**src/hw/rtl/quadrature_position_speed_unit_assert.svh**
```systemverilog
// Assertion macros shared by the quadrature position/speed RTL.
// Used inside modules that have clk and rst in scope.
`ifndef QUADRATURE_POSITION_SPEED_UNIT_ASSERT_SVH
`define QUADRATURE_POSITION_SPEED_UNIT_ASSERT_SVH

// Same-cycle implication, checked out of reset.
`define QPS_CHECK(lbl, ant, cons, msg) \
  lbl: assert property (@(posedge clk) disable iff (rst) (ant) |-> (cons)) else $error(msg);

// Next-cycle implication, checked out of reset.
`define QPS_CHECK_NEXT(lbl, ant, cons, msg) \
  lbl: assert property (@(posedge clk) disable iff (rst) (ant) |=> (cons)) else $error(msg);

`endif

```
**src/hw/rtl/qps_pkg.sv**
```systemverilog
// Package for the quadrature position/speed unit: sizes, payload structs,
// sequencer states, step decode and speed saturation. No dependencies.
package qps_pkg;

  localparam int NUM_ENCODERS = 3;
  localparam int COUNT_BITS   = 32;
  localparam int IDX_W        = (NUM_ENCODERS > 1) ? $clog2(NUM_ENCODERS) : 1;
  localparam int FRAC_BITS    = 16;
  localparam int DIV_W        = COUNT_BITS + FRAC_BITS;
  localparam int TIME_W       = 32;

  localparam logic CMD_PIN  = 1'b0;
  localparam logic CMD_TICK = 1'b1;

  typedef struct packed {
    logic              cmd;
    logic [1:0]        enc_index;
    logic              pin_a;
    logic              pin_b;
    logic [TIME_W-1:0] time_us;
  } qps_req_t;

  typedef struct packed {
    logic [1:0]         out_index;
    logic signed [31:0] position;
    logic signed [31:0] speed;
    logic               zero_interval;
    logic               last;
  } qps_rsp_t;

  typedef struct packed {
    logic              start;
    logic [DIV_W-1:0]  dividend;
    logic [TIME_W-1:0] divisor;
  } div_req_t;

  typedef struct packed {
    logic             done;
    logic [DIV_W-1:0] quotient;
  } div_rsp_t;

  typedef enum logic [2:0] {
    S_IDLE,
    S_PIN,
    S_START,
    S_WAIT,
    S_EMIT
  } qps_state_t;

  // Gray-code step from {old A, old B, new A, new B}.
  function automatic logic signed [1:0] step_of(input logic [3:0] sum);
    logic signed [1:0] st;
    unique case (sum) inside
      4'b0010, 4'b0100, 4'b1011, 4'b1101: st = 2'sb01;
      4'b0001, 4'b0111, 4'b1000, 4'b1110: st = 2'sb11;
      default:                            st = 2'sb00;
    endcase
    return st;
  endfunction

  // Clamp a quotient magnitude to signed 32 bits and apply the sign.
  function automatic logic [31:0] sat_speed(input logic [DIV_W-1:0] q, input logic neg);
    logic [63:0] qx;
    logic [31:0] r;
    qx = 64'(q);
    if (!neg) begin
      r = (qx > 64'h7FFF_FFFF) ? 32'h7FFF_FFFF : qx[31:0];
    end else begin
      r = (qx > 64'h8000_0000) ? 32'h8000_0000 : (~qx[31:0] + 32'd1);
    end
    return r;
  endfunction

endpackage

```
**src/hw/rtl/qps_div.sv**
```systemverilog
// Restoring divider, one quotient bit per cycle, unsigned operands.
// Depends on qps_pkg for widths and request/response structs.
module qps_div
  import qps_pkg::*;
(
  input  logic     clk,
  input  logic     rst,
  input  div_req_t req,
  output div_rsp_t rsp
);

  localparam int CNT_W = $clog2(DIV_W + 1);

  logic              busy;
  logic              done;
  logic [CNT_W-1:0]  cnt;
  logic [TIME_W-1:0] rem;
  logic [TIME_W-1:0] dvs;
  logic [DIV_W-1:0]  num;

  logic [TIME_W:0]   shifted;
  logic [TIME_W:0]   diff;
  logic              ge;

  assign shifted = {rem, num[DIV_W-1]};
  assign diff    = shifted - {1'b0, dvs};
  assign ge      = shifted >= {1'b0, dvs};

  always_ff @(posedge clk) begin
    if (rst) begin
      busy <= 1'b0;
      done <= 1'b0;
      cnt  <= '0;
    end else begin
      done <= 1'b0;
      if (req.start) begin
        busy <= 1'b1;
        cnt  <= '0;
      end else if (busy) begin
        cnt <= cnt + CNT_W'(1);
        if (cnt == CNT_W'(DIV_W - 1)) begin
          busy <= 1'b0;
          done <= 1'b1;
        end
      end
    end
  end

  // quotient bits shift in behind the dividend bits
  always_ff @(posedge clk) begin
    if (req.start) begin
      rem <= '0;
      dvs <= req.divisor;
      num <= req.dividend;
    end else if (busy) begin
      rem <= ge ? diff[TIME_W-1:0] : shifted[TIME_W-1:0];
      num <= {num[DIV_W-2:0], ge};
    end
  end

  assign rsp.done     = done;
  assign rsp.quotient = num;

endmodule

```
**src/hw/rtl/quadrature_position_speed_unit.sv**
```systemverilog
// Top level of the quadrature position/speed unit: encoder state, sequencer,
// output register. Depends on qps_pkg, qps_div and the assertion macro header.
//
//  channel | signals                     | moves
//  --------+-----------------------------+-------------------------------------
//  request | req_valid, req_stall, req   | pin sample or speed tick, in
//  result  | rsp_valid, rsp_stall, rsp   | position/speed per encoder, out
//
//  Pin sample: the transfer moves the sequencer to S_PIN, which loads the
//  result once the output register is free of a stalled result; the sequencer
//  then returns to S_IDLE, where the next request can transfer. Speed tick:
//  one result per encoder, in order; a nonzero elapsed time runs the shared
//  divider, one quotient bit per cycle; a zero elapsed time skips the divider.
//  req_stall is high from a transfer until its last result is loaded; a result
//  can wait in the output register while the next request transfers.
//  Synchronous reset clears all counts, pin states and the tick timestamp.
`include "quadrature_position_speed_unit_assert.svh"

module quadrature_position_speed_unit
  import qps_pkg::*;
(
  input  logic     clk,
  input  logic     rst,
  input  logic     req_valid,
  output logic     req_stall,
  input  qps_req_t req,
  output logic     rsp_valid,
  input  logic     rsp_stall,
  output qps_rsp_t rsp
);

  // Architectural state
  logic [1:0]            last_pins     [NUM_ENCODERS];
  logic [COUNT_BITS-1:0] count         [NUM_ENCODERS];
  logic [COUNT_BITS-1:0] count_at_tick [NUM_ENCODERS];
  logic [TIME_W-1:0]     tick_time;

  // Sequencer and work registers
  qps_state_t        state, state_next;
  logic [IDX_W-1:0]  cur;
  logic [1:0]        pin_now;
  logic [TIME_W-1:0] dt;
  logic              neg;
  logic [31:0]       speed;

  logic     accept;
  logic     out_free;
  logic     out_load;
  logic     div_start;
  logic     tick_last;
  logic     dt_zero;
  div_req_t div_req;
  div_rsp_t div_rsp;

  // Per-item datapath
  logic signed [1:0]            step;
  logic [COUNT_BITS-1:0]        count_new;
  logic [COUNT_BITS-1:0]        delta;
  logic [COUNT_BITS-1:0]        mag;
  logic signed [COUNT_BITS-1:0] pos_src;
  qps_rsp_t                     rsp_next;

  assign req_stall = (state != S_IDLE);
  assign accept    = req_valid && !req_stall;
  assign out_free  = !rsp_valid || !rsp_stall;
  assign tick_last = (32'(cur) == NUM_ENCODERS - 1);
  assign dt_zero   = (dt == '0);

  assign step      = step_of({last_pins[cur], pin_now});
  assign count_new = count[cur] + COUNT_BITS'(step);

  // count change since last tick, wrapped, as sign and magnitude
  assign delta = count[cur] - count_at_tick[cur];
  assign mag   = delta[COUNT_BITS-1] ? (~delta + COUNT_BITS'(1)) : delta;

  assign div_req.start    = div_start;
  assign div_req.dividend = {mag, FRAC_BITS'(0)};
  assign div_req.divisor  = dt;

  qps_div u_div (
    .clk (clk),
    .rst (rst),
    .req (div_req),
    .rsp (div_rsp)
  );

  // Sequencer
  always_ff @(posedge clk) begin
    if (rst) begin
      state <= S_IDLE;
    end else begin
      state <= state_next;
    end
  end

  always_comb begin
    state_next = state;
    out_load   = 1'b0;
    div_start  = 1'b0;
    unique case (state)
      S_IDLE: begin
        if (req_valid) begin
          state_next = (req.cmd == CMD_TICK) ? S_START : S_PIN;
        end
      end
      S_PIN: begin
        if (out_free) begin
          out_load   = 1'b1;
          state_next = S_IDLE;
        end
      end
      S_START: begin
        if (dt_zero) begin
          state_next = S_EMIT;
        end else begin
          div_start  = 1'b1;
          state_next = S_WAIT;
        end
      end
      S_WAIT: begin
        if (div_rsp.done) begin
          state_next = S_EMIT;
        end
      end
      S_EMIT: begin
        if (out_free) begin
          out_load   = 1'b1;
          state_next = tick_last ? S_IDLE : S_START;
        end
      end
      default: state_next = S_IDLE;
    endcase
  end

  // Result assembly
  always_comb begin
    pos_src = (state == S_PIN) ? count_new : count[cur];
    rsp_next.out_index     = 2'(cur);
    rsp_next.position      = 32'(pos_src);
    rsp_next.speed         = (state == S_PIN) ? '0 : speed;
    rsp_next.zero_interval = (state == S_PIN) ? 1'b0 : dt_zero;
    rsp_next.last          = (state == S_PIN) ? 1'b1 : tick_last;
  end

  // Encoder state and work registers
  always_ff @(posedge clk) begin
    if (rst) begin
      for (int i = 0; i < NUM_ENCODERS; i++) begin
        last_pins[i]     <= '0;
        count[i]         <= '0;
        count_at_tick[i] <= '0;
      end
      tick_time <= '0;
      cur       <= '0;
      dt        <= '0;
    end else begin
      if (accept) begin
        if (req.cmd == CMD_TICK) begin
          dt        <= req.time_us - tick_time;
          tick_time <= req.time_us;
          cur       <= '0;
        end else begin
          // out-of-range index folds onto the last encoder
          cur <= (32'(req.enc_index) >= NUM_ENCODERS) ? IDX_W'(NUM_ENCODERS - 1)
                                                       : IDX_W'(req.enc_index);
        end
      end
      if (out_load && state == S_PIN) begin
        count[cur]     <= count_new;
        last_pins[cur] <= pin_now;
      end
      if (out_load && state == S_EMIT) begin
        count_at_tick[cur] <= count[cur];
        if (!tick_last) begin
          cur <= cur + IDX_W'(1);
        end
      end
    end
  end

  always_ff @(posedge clk) begin
    if (accept) begin
      pin_now <= {req.pin_a, req.pin_b};
    end
    if (state == S_START) begin
      neg   <= delta[COUNT_BITS-1];
      speed <= '0;
    end
    if (state == S_WAIT && div_rsp.done) begin
      speed <= sat_speed(div_rsp.quotient, neg);
    end
  end

  // Output register
  always_ff @(posedge clk) begin
    if (rst) begin
      rsp_valid <= 1'b0;
    end else if (out_load) begin
      rsp_valid <= 1'b1;
    end else if (!rsp_stall) begin
      rsp_valid <= 1'b0;
    end
  end

  always_ff @(posedge clk) begin
    if (out_load) begin
      rsp <= rsp_next;
    end
  end

  `QPS_CHECK(a_div_nonzero, div_req.start, div_req.divisor != '0, "divide by zero started")
  `QPS_CHECK_NEXT(a_done_emit, div_rsp.done, state == S_EMIT, "quotient not taken")
  `QPS_CHECK_NEXT(a_last_idle, out_load && rsp_next.last, state == S_IDLE, "last not ending")
  `QPS_CHECK(a_zero_speed, rsp_valid && rsp.zero_interval, rsp.speed == '0, "zero dt speed")

endmodule
```
**config.mk**
```make
export PLATFORM = sky130hd
export DESIGN_NAME = quadrature_position_speed_unit
export DESIGN_NICKNAME = d
export VERILOG_FILES = /design/src/hw/rtl/qps_pkg.sv /design/src/hw/rtl/qps_div.sv /design/src/hw/rtl/quadrature_position_speed_unit.sv
export VERILOG_INCLUDE_DIRS = /design/src /design/src/hw/rtl
export SDC_FILE = /design/constraint.sdc
export NUM_CORES = 1
export LEC_CHECK = 0
export BUFFER_PORTS_ARGS = -buffer_cell sky130_fd_sc_hd__buf_2
export CAP_MARGIN = 30
export CORE_ASPECT_RATIO = 1.75
export CORE_UTILIZATION = 44
export CTS_CLUSTER_SIZE = 16
export DETAILED_ROUTE_END_ITERATION = 10
export GPL_ROUTABILITY_DRIVEN = 0
export SKIP_LAST_GASP = 1
export SYNTH_ARGS = -nofsm -noshare
export SYNTH_HDL_FRONTEND = slang
export SYNTH_SLANG_ARGS = --single-unit
```
**constraint.sdc**
```tcl
create_clock -name clk -period 16 [get_ports clk]
set_input_delay 4 -clock clk [delete_from_list [all_inputs] [get_ports clk]]
set_output_delay 4 -clock clk [all_outputs]
set_load 0.02 [all_outputs]
```
==> results of run 1 <==
[per-layer routing]
metal  vias up  track usage, %  routed length, um
li1      10500               -                  -
met1     10400            23.3              28400
met2       573            41.3              40600
met3       211            2.69               2750
met4         0            11.9               3950
met5         -               0                  0
[layout by cell type, fill, tap and decap left out, types with 8 or more instances in the layout]
| master | n |
|---|---|
| a211oi_1 | 26 |
| nand4_1 | 23 |
| nor2b_1 | 24 |
| edfxtp_1 | 431 |
| buf_2 | 110 |
| o21a_1 | 13 |
| and3_1 | 14 |
| buf_4 | 32 |
| a31oi_1 | 25 |
| clkbuf_16 | 53 |
| or2_2 | 16 |
| nor3_1 | 35 |
| o21bai_1 | 21 |
| clkinv_1 | 10 |
| o31ai_1 | 19 |
| o21ai_0 | 186 |
| inv_1 | 175 |
| nand3_1 | 81 |
| a221oi_1 | 8 |
| mux4_2 | 66 |
| and2_1 | 131 |
| o211ai_1 | 8 |
| nand2b_1 | 32 |
| bufinv_16 | 9 |
| nor4_1 | 25 |
| xnor2_1 | 85 |
| or3_1 | 19 |
| nor2_1 | 258 |
| dfxtp_1 | 123 |
| a21oi_1 | 202 |
| nand4b_1 | 11 |
| mux2i_1 | 35 |
| nand2_1 | 263 |
| a21o_1 | 75 |
| ha_1 | 128 |
| xor2_1 | 61 |
[registers in the layout (all words and copies together) (netlist names), 2 cells and up]
register and count:
pin_now 2, tick_time 32, count 128, u_div.rem 32
cur 2, count_at_tick 128, dt 32, u_div.cnt 6
state 3, u_div.num 48, speed 32, rsp 68
last_pins 8, u_div.dvs 32
[cell families (layout without fill, tap and decap cells)]
family,count (synthesis),in the layout
simple gates,972,972
xor+xnor,147,147
compound gates,652,652
mux,102,102
fa+ha+maj,132,132
buf+inv,319,417
other cells,0,4
flops,557,557
[cells in the mapped netlist, types with 19 or more instances]
cell	count	share of area (%)
o21ai_0	188	3.1
nor2b_1	25	0.52
o21bai_1	22	0.55
xnor2_1	86	2.5
xor2_1	61	1.8
ha_1	128	5.3
buf_1	21	0.26
mux4_2	66	4.9
clkbuf_1	117	1.5
a31oi_1	25	0.52
edfxtp_1	431	43
mux2i_1	35	1.2
a211oi_1	26	0.65
nand2b_1	32	0.66
nand4_1	23	0.48
and2_1	131	2.7
nor3_1	38	0.63
dfxtp_1	126	8.4
a21oi_1	202	3.4
nor4_1	26	0.54
a21o_1	75	1.9
inv_1	176	2.2
or3_1	20	0.41
nand3_1	81	1.3
nor2_1	260	3.2
nand2_1	265	3.3
o31ai_1	19	0.47
[power groups by stage]
| stage | sequential [mW] | combinational [mW] | clock [mW] |
|---|---|---|---|
| CTS | 1.89 | 1.80 | 1.37 |
| finish | 1.89 | 1.81 | 1.34 |
| global placement | 1.91 | 1.75 | 0 |
| floorplan | 1.91 | 1.33 | 0 |
| global route | 1.90 | 2.00 | 1.42 |
| detailed placement | 1.92 | 1.79 | 0 |
[final timing paths]
check	startpoint	cells past startpoint	to
setup / recovery	cur[0]	14	u_div.num[43]
hold / removal	tick_time[14]	2	tick_time[14]
setup reg to reg	cur[0]	14	u_div.num[43]
hold reg to reg	tick_time[14]	2	tick_time[14]
[critical path, stage by stage, from the launching register on]
cell and delay, ps:
dfxtp_4 820, buf_4 750, mux4_2 710, ha_1 510, a21oi_1 410, o21bai_1 220
a2111o_1 450, a31oi_1 360, o41a_1 290, xor2_1 360, o2111ai_1 290, or4b_1 630
o21ai_0 310, xnor2_1 160, o21ai_0 80
[final cells by class]
class / instances / area (sq um)
fill: 6101 / 34100
sequential: 557 / 15500
multi-input combinational: 2005 / 13600
clock buffer: 62 / 1390
tap: 896 / 1120
timing repair buffer: 142 / 791
inverter: 176 / 661
clock inverter: 37 / 454
antenna: 4 / 10.0
[stage by stage]
step	cell area (sq um)	utilization [%]
final	33500	49.5
after detailed placement	31600	46.8
after CTS	33500	49.5
after floorplan	30200	-
after global placement	31600	46.8
after global routing	33500	49.5
==> out/metrics.csv, run 1 <==
stage,metric,value,unit
run_status,outcome,"complete, no violations",
floorplanning,Rows,126,
floorplanning,Chip Width,200,um
grt,initial antenna violation count,4,
floorplanning,Die Y,348,um
critical_path,Setup crit start kind,flop,
place,Port Buffers,110,
sta,worst slew pin tran,1010,ps
floorplanning,Die ar.,69700,sq um
job,max-cap viol count,0,
drt,post-detailed-route count of antenna-violating nets,0,
power_and_ir_drop,sw power,1.82,mW
power_and_ir_drop,Leak,12.7,nW
drt,WL/cell,19.5,um
sta,unrepaired setup endpoints after global routing,false,
floorplanning,core area,67600,sq um
logic_synthesis,complex-gate fraction of the synthesized area,13.2,%
clock_tree,Post-CTS Hold Buffers,0,
final_layout,Layout area overhead,11.0,%
critical_path,Worst EP required,16360,ps
floorplanning,Starting Density,44.6,%
grt,"Remaining Overflow, GRT",0,
sta,Rel. slew slack,32.6,%
critical_path,FF-to-FF setup slack,9340,ps
sta,Final WS setup,9340,ps
grt,largest net degree at the start of global routing,98,
logic_synthesis,post-synthesis simple-gate area fraction,15.6,%
sta,max frequency,0.150,GHz
power_and_ir_drop,Pwr Density,150,nW/um^2
drt,total number of vias,21700,
logic_synthesis,largest family of logic cells by synthesized area,simple AND/OR/NAND/NOR gates,
logic_synthesis,post-synth cell types,70,
clock_tree,"CTS clk-pin slew, worst paths",70,ps
drt,post-DR vias/cell,5.59,
grt,gr usage total,21.9,%
sta,skew final,22.1,ps
sta,"Setup violations, final",0,
clock_tree,setup bufs post-CTS,0,
place,pre-CTS setup slack,8900,ps
clock_tree,CTS root buffer,clkbuf_16,
final_layout,fraction of layout instances using a drive strength above 1,11.4,%
place,placed cells,3776,
power_and_ir_drop,combinational share of power,35.9,%
critical_path,Worst setup EP type,flop,
power_and_ir_drop,Int Pwr,3.22,mW
grt,vias in the first global route,22000,
clock_tree,Clock Latency Late Sink,640,ps
grt,first-pass GRT wire length,118000,um
logic_synthesis,yosys warns,0,
drt,Post-Route WL,75700,um
hold_path,Hold Path Class,flop to flop,
drt,DR pass1 iterations,7,
sta,Final Hold Fails,0,
final_layout,"non-filler cells, final",3879,
drt,1st-iter DRT viols,1347,
sta,Slew Limit Fails,0,
logic_synthesis,area of the mapped netlist,30200,sq um
logic_synthesis,post-synthesis mux area share,6.13,%
final_layout,fin nets,3108,
logic_synthesis,"FF+latch count, synth",557,
logic_synthesis,XOR/XNOR Fraction of Synth Area,4.27,%
clock_tree,CTS tree,done,
critical_path,crit-path max FO,41,
logic_synthesis,"EDFF count, synth",431,
sta,Fin Setup TNS,0,ps
power_and_ir_drop,sequential fraction of design power,37.4,%
critical_path,crit path kind,flop to flop,
logic_synthesis,post-synthesis adder-cell area fraction,5.57,%
floorplanning,Ports,111,
power_and_ir_drop,Total Power,5.04,mW
clock_tree,Sink Count,557,
clock_tree,post_cts resized,0,
sta,Tmin final,6660,ps
logic_synthesis,asr flop ratio synth,0,%
sta,hold_ws,454,ps
logic_synthesis,syn nets,3054,
logic_synthesis,Mapped Cells,2881,
logic_synthesis,Syn Area/Cell,10.5,sq um
clock_tree,H-tree levels,2,
power_and_ir_drop,Clock Power Share,26.7,%
sta,post-route clock period utilization,41.7,%
place,sum of net half-perimeters after detailed placement,53100,um
clock_tree,Max Root-Sink Buffers,3,
power_and_ir_drop,Sw Share,36.1,%
drt,DRC viols,0,
power_and_ir_drop,Max VDD drop,0.0983,mV
clock_tree,total CTS buffers,53,
logic_synthesis,"Seq/Total Area, Yosys",51.3,%
critical_path,WP data arrival,7020,ps
logic_synthesis,prevailing post-synth register cell,edfxtp_1,
No activity file was read; power rests on OpenSTA's default activity.
==> run 2, diff against run 1 <==
==> constraint.sdc (replaced) <==
create_clock -name clk -period 6.21 [get_ports clk]
set_input_delay 1.5525 -clock clk [delete_from_list [all_inputs] [get_ports clk]]
set_output_delay 1.5525 -clock clk [all_outputs]
set_load 0.02 [all_outputs]
==> run 2 against run 1 <==
Sequential cell count stayed put. Via count rose by 1.4%. Combinational power rose to 2.6 times the previous value. Final cell count rose by 0.77%. Critical path depth grew 5. First-iteration DRC count is 5.3% lower. Global-route usage is 0.59 points higher. Non-clock buffer count up 35. Sequential power increased to 2.6 times the previous value. Clock power increased to 2.6 times the previous value. Critical path type unchanged. Critical endpoint is now rsp[64]. Largest cell class unchanged. Largest power group unchanged.
==> out/metrics.csv, run 2 (same netlist as run 1, synthesis figures left out) <==
stage,metric,value,unit,change
run_status,outcome,"complete, no violations",,unchanged
critical_path,Setup crit start kind,flop,,unchanged
power_and_ir_drop,Leak,12.9,nW,was 12.7 nW
power_and_ir_drop,Total Power,13.1,mW,was 5.04 mW
grt,gr usage total,22.5,%,was 21.9%
clock_tree,post_cts resized,0,,unchanged
critical_path,Worst setup EP type,flop,,unchanged
clock_tree,Post-CTS Hold Buffers,0,,unchanged
clock_tree,Max Root-Sink Buffers,3,,unchanged
clock_tree,CTS root buffer,clkbuf_16,,unchanged
sta,Tmin final,5800,ps,was 6660 ps
power_and_ir_drop,sequential fraction of design power,36.9,%,was 37.4%
drt,total number of vias,22000,,was 21.7k
place,Port Buffers,110,,unchanged
power_and_ir_drop,sw power,4.71,mW,was 1.82 mW
clock_tree,Clock Latency Late Sink,640,ps,about the same
job,max-cap viol count,0,,unchanged
final_layout,Fillers,6123,,was 6101
clock_tree,CTS tree,done,,unchanged
grt,"Remaining Overflow, GRT",0,,unchanged
power_and_ir_drop,Pwr Density,386,nW/um^2,was 150 nW/um^2
critical_path,crit path kind,flop to flop,,unchanged
place,sum of net half-perimeters after detailed placement,54900,um,was 53100 um
drt,Post-Route WL,77000,um,was 75700 um
critical_path,WP data arrival,6160,ps,was 7020 ps
power_and_ir_drop,Int Pwr,8.39,mW,was 3.22 mW
drt,DRC viols,0,,unchanged
hold_path,Hold Path Class,flop to flop,,unchanged
floorplanning,Die ar.,69700,sq um,unchanged
sta,Rel. slew slack,35.0,%,was 32.6%
final_layout,# diodes,0,,was 4
sta,"Setup violations, final",0,,unchanged
sta,worst slew pin tran,975,ps,was 1010 ps
clock_tree,"CTS clk-pin slew, worst paths",70,ps,about the same
floorplanning,Rows,126,,unchanged
final_layout,fin nets,3143,,was 3108
sta,Slew Limit Fails,0,,unchanged
critical_path,crit-path max FO,25,,was 41
floorplanning,core area,67600,sq um,unchanged
clock_tree,H-tree levels,2,,unchanged
clock_tree,Sink Count,557,,unchanged
final_layout,"non-filler cells, final",3909,,was 3879
sta,Final Hold Fails,0,,unchanged
grt,vias in the first global route,22400,,was 22.0k
critical_path,Worst EP required,6560,ps,was 16360 ps
floorplanning,Die Y,348,um,unchanged
final_layout,"most common cell after layout, fill and taps aside",edfxtp_1,,unchanged
final_layout,fraction of layout instances using a drive strength above 1,12.5,%,was 11.4%
final_layout,Layout area overhead,12.4,%,was 11.0%
drt,1st-iter DRT viols,1276,,was 1347
final_layout,Top Registers,"count (128), count_at_tick (128), rsp (68)",,unchanged
sta,skew final,25.0,ps,was 22.1 ps
power_and_ir_drop,Sw Share,36.0,%,was 36.1%
clock_tree,total CTS buffers,53,,unchanged
power_and_ir_drop,Max VDD drop,0.294,mV,was 0.0983 mV
sta,unrepaired setup endpoints after global routing,false,,unchanged
power_and_ir_drop,Clock Power Share,26.6,%,was 26.7%
power_and_ir_drop,combinational share of power,36.5,%,was 35.9%
final_layout,fin util,50.1,%,was 49.5%
sta,max frequency,0.172,GHz,was 0.150 GHz
floorplanning,Ports,111,,unchanged
sta,Fin Setup TNS,0,ps,unchanged
drt,post-DR vias/cell,5.63,,was 5.59
drt,DR pass1 iterations,5,,was 7
floorplanning,Chip Width,200,um,unchanged
place,placed cells,3811,,was 3776
drt,WL/cell,19.7,um,was 19.5 um
final_layout,most frequent cells in the layout,"edfxtp_1, nand2_1, nor2_1",,unchanged
sta,post-route clock period utilization,93.5,%,was 41.7%
grt,largest net degree at the start of global routing,98,,unchanged
drt,post-detailed-route count of antenna-violating nets,0,,unchanged
grt,initial antenna violation count,0,,was 4
place,pre-CTS setup slack,455,ps,was 8900 ps
sta,Final WS setup,406,ps,was 9340 ps
grt,first-pass GRT wire length,122000,um,was 118000 um
clock_tree,setup bufs post-CTS,0,,unchanged
floorplanning,Starting Density,44.6,%,unchanged
[run 2: worst paths after layout]
kind / startpoint / to / slack, ps / cells after the start
setup / recovery: cur[0] / rsp[64] / 410 / 19
hold / removal: tick_time[8] / tick_time[8] / 450 / 2
setup reg to reg: cur[0] / rsp[64] / 410 / 19
hold reg to reg: tick_time[8] / tick_time[8] / 450 / 2
[run 2: area by class of cell]
type	count	area (sq um)	area share, %
flip-flops and latches	557	15500	45.6
multi-input cells	2005	13600	40.1
clock buffers	66	1450	4.27
repair buffers	177	1190	3.51
well taps	896	1120	3.31
inverters	176	661	1.95
clock inverters	32	413	1.22
[run 2: routing by layer]
metal  wire length [um]  GRT usage, %  vias to the layer above  share of wire, %
li1                   -             -                    10600                 -
met2              41500          42.5                      578                54
met5                  0             0                        -                 0
met1              29200          24.7                    10600                38
met4               3330          10.3                        0               4.3
met3               3030          2.69                      182               3.9
[run 2: worst max-delay path, stage by stage, from the launching register on]
cell and delay, ps:
dfxtp_4 690, buf_4 250, mux4_2 510, xnor2_1 240
nor2b_2 210, buf_4 340, inv_1 160, fa_1 460
nor2b_1 130, o21a_1 130, o21ai_0 120, a211oi_1 640
o41ai_1 160, buf_4 180, o21ai_0 380, a21oi_1 210
o21bai_1 170, a21oi_1 100, xor2_1 280, o21ai_0 150
[run 2: stage by stage]
| step | cell area, sq um | hold WS (ps) |
|---|---|---|
| after floorplan | 30200 | 430 |
| after global placement | 31900 | 442 |
| after detailed placement | 32000 | 443 |
| after CTS | 33900 | 457 |
| after global routing | 33900 | 469 |
| final | 33900 | 454 |
[run 2: power groups by stage]
| stage | Sequential (mW) | Clock (mW) | Combinational [mW] |
|---|---|---|---|
| global route | 4.88 | 3.69 | 5.30 |
| floorplan | 4.92 | 0 | 3.43 |
| global placement | 4.90 | 0 | 4.62 |
| finish | 4.83 | 3.49 | 4.78 |
| CTS | 4.84 | 3.57 | 4.78 |
| detailed placement | 4.91 | 0 | 4.75 |
==> run 3, diff against run 2 <==
--- a/config.mk
+++ b/config.mk
@@ -9,7 +9,7 @@
 export BUFFER_PORTS_ARGS = -buffer_cell sky130_fd_sc_hd__buf_2
 export CAP_MARGIN = 30
 export CORE_ASPECT_RATIO = 1.75
-export CORE_UTILIZATION = 44
+export CORE_UTILIZATION = 28
 export CTS_CLUSTER_SIZE = 16
 export DETAILED_ROUTE_END_ITERATION = 10
 export GPL_ROUTABILITY_DRIVEN = 0
==> run 3 against run 2 <==
Sequential share of layout area decreased by 0.50 points. Critical path depth is 2 lower. Clock-buffer cell count is the same. Final cell count increased by 12%. Combinational power is 2% lower. Largest cell class unchanged. Clock skew is 42 ps higher. Worst setup slack better by 140 ps. First-iteration DRC count decreased by 3.1%.
==> out/metrics.csv, run 3 (same netlist as run 1, synthesis figures left out) <==
stage,metric,value,unit,change
grt,"Remaining Overflow, GRT",0,,unchanged
power_and_ir_drop,Max VDD drop,0.230,mV,was 0.294 mV
drt,post-detailed-route count of antenna-violating nets,0,,unchanged
critical_path,reg2reg path depth,17,,was 19
critical_path,reg-to-reg startpoint,cur[0],,unchanged
power_and_ir_drop,Leak,12.8,nW,was 12.9 nW
sta,max frequency,0.176,GHz,was 0.172 GHz
floorplanning,Chip Width,250,um,was 200 um
sta,Final Hold Fails,0,,unchanged
critical_path,worst r2r dst,u_div.num[45],,was rsp[64]
clock_tree,total CTS buffers,55,,was 53
hold_path,Worst Hold Depth,0,,was 2
sta,Tmin final,5670,ps,was 5800 ps
drt,total number of vias,21800,,was 22.0k
grt,vias in the first global route,22100,,was 22.4k
drt,post-DR vias/cell,4.99,,was 5.63
sta,hold_ws,451,ps,was 454 ps
final_layout,Fillers,10900,,was 6123
critical_path,FF-to-FF setup slack,540,ps,was 410 ps
sta,Slew Limit Fails,0,,unchanged
sta,skew final,67.4,ps,was 25.0 ps
drt,1st-iter DRT viols,1237,,was 1276
grt,gr usage total,14.2,%,was 22.5%
critical_path,Setup crit start kind,flop,,unchanged
final_layout,area of the multi-input gates,13600,sq um,about the same
sta,unrepaired setup endpoints after global routing,false,,unchanged
grt,largest net degree at the start of global routing,103,,was 98
final_layout,fin nets,3117,,was 3143
final_layout,Layout area overhead,13.6,%,was 12.4%
final_layout,fin util,32.0,%,was 50.1%
run_status,outcome,"complete, no violations",,unchanged
grt,first-pass GRT wire length,123000,um,was 122000 um
final_layout,"most common cell after layout, fill and taps aside",edfxtp_1,,unchanged
floorplanning,core area,107000,sq um,was 67600 sq um
hold_path,WHS Endpoint,u_div.dvs[15],,was tick_time[8]
sta,post-route clock period utilization,91.2,%,was 93.5%
job,max-cap viol count,0,,unchanged
clock_tree,Post-CTS Hold Buffers,0,,unchanged
final_layout,most frequent cells in the layout,"edfxtp_1, nand2_1, nor2_1",,unchanged
floorplanning,Starting Density,28.2,%,was 44.6%
power_and_ir_drop,Pwr Density,382,nW/um^2,was 386 nW/um^2
clock_tree,"CTS clk-pin slew, worst paths",70,ps,about the same
floorplanning,Rows,159,,was 126
drt,DRC viols,0,,unchanged
clock_tree,setup bufs post-CTS,0,,unchanged
clock_tree,Max Root-Sink Buffers,3,,unchanged
sta,"Setup violations, final",0,,unchanged
drt,Post-Route WL,78700,um,was 77000 um
floorplanning,Die ar.,109000,sq um,was 69700 sq um
clock_tree,Sink Count,557,,unchanged
hold_path,hold_sp,dt[15],,was tick_time[8]
critical_path,crit path kind,flop to flop,,unchanged
critical_path,crit-path max FO,25,,unchanged
hold_path,Hold Path Class,flop to flop,,unchanged
sta,worst slew pin tran,957,ps,was 975 ps
sta,Rel. slew slack,36.2,%,was 35.0%
clock_tree,Clock Latency Late Sink,690,ps,was 640 ps
clock_tree,H-tree levels,2,,unchanged
drt,DR pass1 iterations,5,,unchanged
floorplanning,Die Y,436,um,was 348 um
critical_path,Worst EP required,6580,ps,was 6560 ps
clock_tree,CTS tree,done,,unchanged
drt,WL/cell,18.1,um,was 19.7 um
grt,initial antenna violation count,2,,was 0
floorplanning,Ports,111,,unchanged
critical_path,WP data arrival,6030,ps,was 6160 ps
clock_tree,CTS root buffer,clkbuf_16,,unchanged
critical_path,Worst setup EP type,flop,,unchanged
clock_tree,post_cts resized,0,,unchanged
final_layout,Top Registers,"count (128), count_at_tick (128), rsp (68)",,unchanged
place,Port Buffers,110,,unchanged
final_layout,Storage cell area,15500,sq um,unchanged
final_layout,fraction of layout instances using a drive strength above 1,11.8,%,was 12.5%
place,sum of net half-perimeters after detailed placement,55500,um,was 54900 um
final_layout,# diodes,0,,unchanged
sta,Fin Setup TNS,0,ps,unchanged
-- run 3: per-stage QoR --
step           setup WS (ps)  total power, mW  cells  cell area, sq um
4_1_cts                  571             13.2   4359             34300
2_1_floorplan            339             8.35   2881             30200
3_5_place_dp             615             9.62   4255             32400
6_report                 544             13.1   4359             34300
5_1_grt                  110             13.9   4359             34300
3_3_place_gp             673             9.57   4254             32300
-- run 3: report_power, final --
| group | total [mW] | leakage, nW | switching [mW] | internal, mW |
|---|---|---|---|---|
| combinational | 4.70 | 6.65 | 2.95 | 1.75 |
| sequential | 4.84 | 5.23 | 0.262 | 4.58 |
| clock | 3.55 | 0.908 | 1.56 | 1.99 |
-- run 3: worst max path at each step --
stage          startpoint       endpoint  slack (ps)  cells after the start
6_report           cur[0]  u_div.num[45]         540                     17
5_1_grt            cur[0]  u_div.num[45]         110                     17
4_1_cts            cur[0]  u_div.num[45]         570                     17
3_5_place_dp       cur[0]  u_div.num[45]         610                     17
3_3_place_gp       cur[0]  u_div.num[45]         670                     17
2_1_floorplan      cur[0]  u_div.num[45]         340                     18
-- run 3: metal layers --
metal / wire length [um] / GRT usage, %
met3: 2560 / 1.64
met1: 30500 / 15.3
met4: 3010 / 6.05
met2: 42600 / 27.6
met5: 0 / 0
-- run 3: area by class of cell --
class	instances	share of cell area [%]
clock buffer	66	4.22
clock inverter	38	1.41
inverter	176	1.93
multi-input combinational	2005	39.7
sequential	557	45.1
tap	1368	4.99
timing repair buffer	149	2.65
-- run 3: critical path: stages (launching register included) --
cell,delay [ps]
dfxtp_4,700
mux4_2,640
inv_1,140
ha_1,170
inv_1,50
fa_1,420
a211oi_1,320
o21bai_1,150
and4_1,270
o32a_1,400
xnor2_1,370
nand4_1,230
nor4_1,330
buf_4,180
or4b_1,500
o41ai_2,260
xnor2_1,150
o21ai_0,80
